## src/sv/wsed_pkg.sv

```systemverilog
package wsed_pkg;

  localparam int MAX_WORDS_DEF  = 64;
  localparam int TOKEN_BITS_DEF = 32;
  localparam int TOKEN_W        = 32;
  localparam int DIST_W         = 8;
  localparam int QUEUE_DEPTH    = 2;

  // Request codes carried in req_type
  typedef enum logic [1:0] {
    REQ_LOAD_FIRST  = 2'd0,
    REQ_LOAD_SECOND = 2'd1,
    REQ_COMPUTE     = 2'd2
  } req_e;

  typedef struct packed {
    logic [1:0]         req_type;
    logic [TOKEN_W-1:0] token;
  } req_t;

  typedef struct packed {
    logic signed [DIST_W-1:0] distance;
    logic                     overflow;
  } res_t;

  // Classified request, queued between front and back
  typedef struct packed {
    req_e               op;
    logic [TOKEN_W-1:0] token;
  } work_t;

  typedef struct packed {
    logic  valid;
    work_t item;
  } work_chan_t;

  typedef enum logic [1:0] {
    ST_IDLE,
    ST_ROW,
    ST_CELL,
    ST_FINISH
  } back_state_e;

  function automatic logic signed [DIST_W-1:0] sat_dist(input logic signed [31:0] v);
    logic signed [DIST_W-1:0] r;
    if (v > 32'sd127) begin
      r = 8'sd127;
    end else if (v < -32'sd128) begin
      r = -8'sd128;
    end else begin
      r = v[DIST_W-1:0];
    end
    return r;
  endfunction

endpackage

```

## src/sv/wsed_front.sv

```systemverilog
module wsed_front (
  input  logic                clk,
  input  logic                rst,
  input  logic                req_valid,
  output logic                req_stall,
  input  wsed_pkg::req_t      req_data,
  output wsed_pkg::work_chan_t chan,
  input  logic                pop
);

  localparam int PTR_W = (wsed_pkg::QUEUE_DEPTH > 1) ? $clog2(wsed_pkg::QUEUE_DEPTH) : 1;
  localparam int CNT_W = $clog2(wsed_pkg::QUEUE_DEPTH + 1);

  wsed_pkg::work_t q [wsed_pkg::QUEUE_DEPTH];
  logic [PTR_W-1:0] wr_ptr, rd_ptr;
  logic [CNT_W-1:0] count;

  logic            keep;
  logic            push;
  wsed_pkg::req_e  op;

  // Classify; unused code is dropped here and never reaches the back end
  always_comb begin
    keep = 1'b0;
    op   = wsed_pkg::REQ_LOAD_FIRST;
    unique case (req_data.req_type)
      wsed_pkg::REQ_LOAD_FIRST: begin
        keep = 1'b1;
        op   = wsed_pkg::REQ_LOAD_FIRST;
      end
      wsed_pkg::REQ_LOAD_SECOND: begin
        keep = 1'b1;
        op   = wsed_pkg::REQ_LOAD_SECOND;
      end
      wsed_pkg::REQ_COMPUTE: begin
        keep = 1'b1;
        op   = wsed_pkg::REQ_COMPUTE;
      end
      default: keep = 1'b0;
    endcase
  end

  assign req_stall  = (count == CNT_W'(wsed_pkg::QUEUE_DEPTH));
  assign push       = req_valid && !req_stall && keep;
  assign chan.valid = (count != '0);
  assign chan.item  = q[rd_ptr];

  always_ff @(posedge clk) begin
    if (rst) begin
      wr_ptr <= '0;
      rd_ptr <= '0;
      count  <= '0;
    end else begin
      if (push) begin
        wr_ptr <= (wr_ptr == PTR_W'(wsed_pkg::QUEUE_DEPTH - 1)) ? '0 : wr_ptr + 1'b1;
      end
      if (pop) begin
        rd_ptr <= (rd_ptr == PTR_W'(wsed_pkg::QUEUE_DEPTH - 1)) ? '0 : rd_ptr + 1'b1;
      end
      count <= count + CNT_W'(push) - CNT_W'(pop);
    end
  end

  always_ff @(posedge clk) begin
    if (push) begin
      q[wr_ptr] <= '{op: op, token: req_data.token};
    end
  end

endmodule

```

## config.mk

```make
export PLATFORM = sky130hd
export DESIGN_NAME = wsed_front
export DESIGN_NICKNAME = d
export VERILOG_FILES = /design/src/sv/wsed_pkg.sv /design/src/sv/wsed_front.sv
export SDC_FILE = /design/constraint.sdc
export NUM_CORES = 1
export LEC_CHECK = 0
export BUFFER_PORTS_ARGS = -buffer_cell sky130_fd_sc_hd__buf_2
export CAP_MARGIN = 20
export CORE_MARGIN = 5
export CORE_UTILIZATION = 50
export DETAILED_ROUTE_END_ITERATION = 10
export PLACE_DENSITY = 0.79
export SYNTH_ARGS = -nofsm -noshare
export SYNTH_HDL_FRONTEND = slang
export SYNTH_SLANG_ARGS = --single-unit
```

## constraint.sdc

```tcl
create_clock -name clk -period 2.8 [get_ports clk]
set_input_delay 0 -clock clk [delete_from_list [all_inputs] [get_ports clk]]
set_output_delay 0 -clock clk [all_outputs]
set_load 0.03 [all_outputs]
```

==> out/metrics.yaml, run 1 <==
start_util_pct: 50.6
skew_ns: 0.0104
die_x_um: 84.0
via_count: 1555
power.leakage_nw: 1.45
dieArea_um2: 7050
wl_um: 5050
finalHoldViolations: 0
max_stage_delay_ns: 0.33
tns_ns: 0
htreeDepth: 3
cts_tree: "built"
antenna_cells: 0
routed_via_density: 4.71
cts.clk_slew.worst_paths_ns: 0.08
mostFrequentLayoutCells: "buf_2 (73), edfxtp_1 (68), dlygate4sd3_1 (36)"
fmax_ghz: 0.580
slowest_stage: "dfxtp_1"
drive_gt1_share_pct: 51.6
root_buffer: "clkbuf_8"
gr-total-overflow: 0
crit_chain: "nor2b_4 -> nand3b_4 -> ha_1 -> inv_1 -> ha_1 -> xor2_1 -> and2_2 -> nor3_1"
crit_fanout: 4
hpwl_um: 3000
die-height_um: 84.0
syn_inst: 134
coreArea_um2: 5410
place_congestion: 0.678
grt_usage_pct: 16.0
startpoint_type: "register"
io_pins: 74
cts_buffers: 9
status: "finished, final reports clean"
grt_pass1_vias: 1743
cts.sinks: 73
synth_nets: 174
synth_warnings: 0
maxSlewHeadroom_pct: 69.0
syn-mean-instance-area_um2: 20.4
synth_area_um2: 2740
post-route-drc-count: 0
cp_common_cell: "ha_1"
drt_iter0_markers: 65
synth-seq-cells: 73
hold_path.class: "in2reg"
critPathTopFamily: "simple AND/OR/NAND/NOR gates"
ir_drop_uv: 386
critPathCaptureType: "register"
period_needed_ns: 1.73
synth-seq-area-share_pct: 78.3
worst-endpoint-arrival_ns: 1.99
io_buffer_count: 73
p_per_area_nw_per_um2: 713
clock_path_buffers: 2
syn_to_final_growth_pct: 37.5
setup_viol: 0
rsz0062_at_grt: "false"
grt_pass1_wl_um: 8590
max-cap-violations: 0
fp-row-count: 27
fin_util_pct: 69.6
drv_slew: 0
final_common_cell: "buf_2"
critical_path_buf_inv_count: 1
placedCellCount: 278
clk_latency_ns: 0.34
crit_required_ns: 3.07
layoutNonFillerInstCount: 330
cts_resized: 0
drtAntennaViolNets: 0
grt_max_degree: 35
fin_crit_sh_pct: 61.6
dr.pass1.iters: 4
layout.nets: 293
antenna_found_initial: 0
ys_types: 17
crit_type: "reg2reg"
worstMarginPinSlew_ns: 0.466
avgRoutedWirePerCell_um: 15.3
==> synth_stat cells (all sizes together) <==
library cell | number | area share [%]
dfxtp | 5 | 3.7
buf | 4 | 1.6
or2 | 1 | 0.23
nor3 | 1 | 0.18
edfxtp | 68 | 75
ha | 2 | 0.91
nor2 | 7 | 0.96
xor2 | 1 | 0.32
nor2b | 4 | 1.2
xnor2 | 1 | 0.32
mux2 | 35 | 15
and2 | 1 | 0.27
inv | 2 | 0.27
nand3b | 1 | 0.73
nand2 | 1 | 0.14
==> repair_timing <==
action,4_1_cts,5_1_grt
buffers inserted,0,0
endpoints found under the hold margin,72,0
hold buffers,36,0
==> where the power goes <==
part | switching, mW | total (mW) | internal (mW)
combinational | 0.298 | 0.493 | 0.196
sequential | 0.0250 | 1.32 | 1.29
clock | 0.372 | 0.873 | 0.501
==> layer usage <==
| layer | GRT usage [%] | part of all wire, % | vias to the layer above |
|---|---|---|---|
| met3 | 4.84 | 5.8 | 15 |
| li1 | - | - | 746 |
| met4 | 8.63 | 2.8 | 0 |
| met1 | 19.0 | 41 | 735 |
| met2 | 26.0 | 50 | 59 |
| met5 | 0 | 0 | - |
==> path summary, 6_finish.rpt <==
| check | start | endpoint | depth (start not counted) | slack (ns) |
|---|---|---|---|---|
| max reg2reg | count[1] | count[1] | 8 | 1.07 |
| min | req_valid | wr_ptr | 3 | 0.08 |
| max | count[1] | count[1] | 8 | 1.07 |
| min reg2reg | count[1] | count[1] | 2 | 0.54 |
==> stage by stage <==
step	total power, mW	worst slack, ns	hold slack [ns]	area, um2
4_1_cts	2.70	1.08	0.0676	3760
3_3_place_gp	1.79	1.15	0.188	3180
3_5_place_dp	1.80	1.11	0.192	3180
5_1_grt	2.81	0.944	0.0634	3760
2_1_floorplan	1.67	0.283	0.0716	2740
6_report	2.69	1.07	0.0777	3760
==> sequential cells by signal (all words and copies together) (netlist names), named ones only <==
register,cells
rd_ptr,1
count,2
wr_ptr,1
q,68
==> tightest hold or removal path, delay by kind of cell <==
family | cells | cell delay, ns
muxes | 1 | 0.16
and+or+nand+nor | 1 | 0.12
buffers and inverters | 1 | 0.11
==> cell families after synthesis <==
group	count (synthesis)	share of synthesized area (%)
xor gates and xnor gates	2	0.640
muxes	35	14.5
and+or+nand+nor	16	3.70
buffers and inverters	6	1.92
adders and majority gates	2	0.914
DFF	73	78.3
==> layout make-up <==
| cell class | instances | area, um2 |
|---|---|---|
| clock buffers | 9 | 124 |
| clock inverters | 7 | 95.1 |
| fillers | 359 | 1640 |
| inverters | 2 | 7.51 |
| multi-input cells | 55 | 557 |
| flip-flops and latches | 73 | 2140 |
| well taps | 72 | 90.1 |
| repair buffers | 112 | 748 |
(Power assumes the default switching activity.)
==> run 2: changes to the inputs <==
--- a/config.mk
+++ b/config.mk
@@ -5,12 +5,13 @@
 export SDC_FILE = /design/constraint.sdc
 export NUM_CORES = 1
 export LEC_CHECK = 0
+export ABC_AREA = 1
 export BUFFER_PORTS_ARGS = -buffer_cell sky130_fd_sc_hd__buf_2
 export CAP_MARGIN = 20
 export CORE_MARGIN = 5
 export CORE_UTILIZATION = 50
 export DETAILED_ROUTE_END_ITERATION = 10
-export PLACE_DENSITY = 0.79
+export PLACE_DENSITY = 0.78
 export SYNTH_ARGS = -nofsm -noshare
 export SYNTH_HDL_FRONTEND = slang
 export SYNTH_SLANG_ARGS = --single-unit
==> constraint.sdc (replaced) <==
create_clock -name clk -period 1.68 [get_ports clk]
set_input_delay 0 -clock clk [delete_from_list [all_inputs] [get_ports clk]]
set_output_delay 0 -clock clk [all_outputs]
set_load 0.03 [all_outputs]
==> run 2 against run 1 <==
  * Total power grew 61%
  * Cell count rose by 5.2%
  * Count of clock-buffer cells in the layout did not move
  * Clock power grew 45%
  * Largest cell class unchanged
  * Via count rose by 6.9%
  * Core utilization up 1.0 points
  * Global-route usage decreased by 0.27 points
  * Hold slack worse by 0.034 ns
  * Final area rose by 4.0%
==> out/metrics.yaml, run 2 <==
synth-async-reset-ratio_pct: 0
routed_via_density: 4.79
regMostFlops: "q"
syn-mean-instance-area_um2: 19.5
power.leakage_nw: 1.61
synth_largest_area_cell: "edfxtp_1"
drive_gt1_share_pct: 50.5
critPathCaptureType: "register"
grt_usage_pct: 15.7
crit_required_ns: 1.91
layout.nets: 310
die-height_um: 85.8
reg.largest.list: "q (68), count (2)"
grt_max_degree: 35
start_util_pct: 51.8
synth-edff-count: 68
hpwl_um: 3340
wl_um: 5320
mostFrequentLayoutCells: "buf_2 (72), edfxtp_1 (68), dlygate4sd3_1 (37)"
drt_iter0_markers: 56
regToRegSetupSlack_ns: 0.11
io_pins: 74
io_buffer_count: 73
finalHoldViolations: 0
synthTopCellsByArea: "edfxtp_1 (71%), mux2_4 (16%), dfxtp_1 (3.5%), buf_12 (2.1%), mux2_2 (1.6%)"
seqPwrFrac_pct: 50.4
startpoint_type: "input port"
syn_to_final_growth_pct: 36.3
r2r_end: "count[1]"
cts_tree: "built"
avgRoutedWirePerCell_um: 15.3
p_switching_mw: 1.14
final_common_cell: "buf_2"
fin_crit_sh_pct: 94.3
synth_warnings: 0
startpoint: "req_data[33]"
syn_inst: 147
netSwitchingFraction_pct: 26.3
htreeDepth: 3
synth-seq-cells: 73
fmax_ghz: 0.631
setup_viol: 0
cts.sinks: 73
status: "finished, final reports clean"
crit_fanout: 3
p_per_area_nw_per_um2: 1100
pwr-share-clk_pct: 29.4
p_int_mw: 3.18
grt_pass1_vias: 1811
place_congestion: 0.822
synth_top_area_share_pct: 71.1
dieArea_um2: 7360
synth.most_common_cell: "edfxtp_1"
layoutNonFillerInstCount: 347
antenna_found_initial: 0
drv_slew: 0
worst-endpoint-arrival_ns: 1.81
antenna_cells: 0
cts.clk_slew.worst_paths_ns: 0.07
die_x_um: 85.8
pwr-share-comb_pct: 20.2
maxSlewHeadroom_pct: 81.0
hold_path.class: "in2reg"
dr.pass1.iters: 5
synth_area_um2: 2870
r2r-start: "count[1]"
coreArea_um2: 5540
synth-seq-area-share_pct: 74.6
ys_types: 14
ir_drop_uv: 695
post-route-drc-count: 0
cts_buffers: 9
synth_nets: 187
min_delay_path_depth: 4
gr-total-overflow: 0
setup_slack_ns: 0.0964
fp-row-count: 27
clock_path_buffers: 2
via_count: 1662
synth_flop_cell: "edfxtp_1"
largest_register_ffs: 68
dp_slack_ns: -0.00613
skew_ns: 0.00232
yosys-top-cells-count: "edfxtp_1 (68), mux2_4 (30), inv_1 (11), nor2_1 (11), nand2_1 (8)"
max-cap-violations: 0
drtAntennaViolNets: 0
worstMarginPinSlew_ns: 0.285
rr_worst_depth: 12
worst_hold_path.endpoint: "wr_ptr"
clk_latency_ns: 0.33
placedCellCount: 293
period_needed_ns: 1.58
min_from: "req_valid"
crit_type: "in2reg"
root_buffer: "clkbuf_8"
grt_pass1_wl_um: 8670
-- run 2: worst max-delay path, stage by stage --
cell and delay [ns]:
dlygate4sd3_1 0.53, buf_2 0.14, nand2_2 0.06, nand2_1 0.06, nor2_2 0.15, inv_2 0.07
ha_1 0.27, inv_1 0.06, ha_2 0.17, inv_1 0.05, nand2_2 0.07, nand3_1 0.08
nand2_1 0.06, nor2_1 0.04
-- run 2: kinds of logic after synthesis --
family / synth area share [%]
DFF: 74.6
muxes: 17.3
xor gates and xnor gates: 0.305
buffers and inverters: 3.92
adders and majority gates: 0.871
and+or+nand+nor: 2.88
AOI/OAI and AO/OA: 0.174
-- run 2: power by group through the flow --
stage	clock network [mW]	registers, mW	logic, mW
2_1_floorplan	0	2.20	0.581
3_3_place_gp	0	2.21	0.771
3_5_place_dp	0	2.21	0.784
4_1_cts	1.31	2.17	0.854
5_1_grt	1.39	2.19	0.933
6_report	1.27	2.18	0.873
-- run 2: metal layers --
metal	routed length (um)	global-route usage [%]	vias to the layer above
met2	2790	27.8	54
met4	144	8.63	0
li1	-	-	787
met3	295	4.32	14
met5	0	0	-
met1	2100	17.0	807
-- run 2: layout make-up --
type                       count  area (um2)
sequential                    73        2140
fill                         365        1630
timing repair buffer         116         808
multi-input combinational     59         646
clock buffer                   9         124
tap                           72        90.1
clock inverter                 7        61.3
inverter                      11        41.3
-- run 2: worst max-delay path by stage --
stage	endpoint	slack [ns]
after global placement	count[1]	0.13
after detailed placement	count[1]	-0.006
after CTS	count[1]	0.02
after global routing	count[1]	-0.03
final	count[1]	0.1
after floorplan	count[1]	0.007
-- run 2: metrics by stage --
stage	cell area (um2)	power [mW]	setup TNS, ns	hold WS [ns]	util (%)
after detailed placement	3330	3.00	-0.00613	0.195	60.1
final	3920	4.32	0	0.0441	70.7
after global routing	3920	4.51	-0.0327	0.0751	70.7
after floorplan	2880	2.79	0	0.0712	-
after CTS	3880	4.33	0	0.0159	70.1
after global placement	3330	2.98	0	0.189	60.1
-- run 2: repair_timing --
item,4_1_cts,5_1_grt
hold buffers,37,0
setup endpoints to repair,1,1
gates cloned,0,0
setup buffers,0,2
pin swaps,0,1
gates resized for setup,1,8
endpoints found under the hold margin,73,0
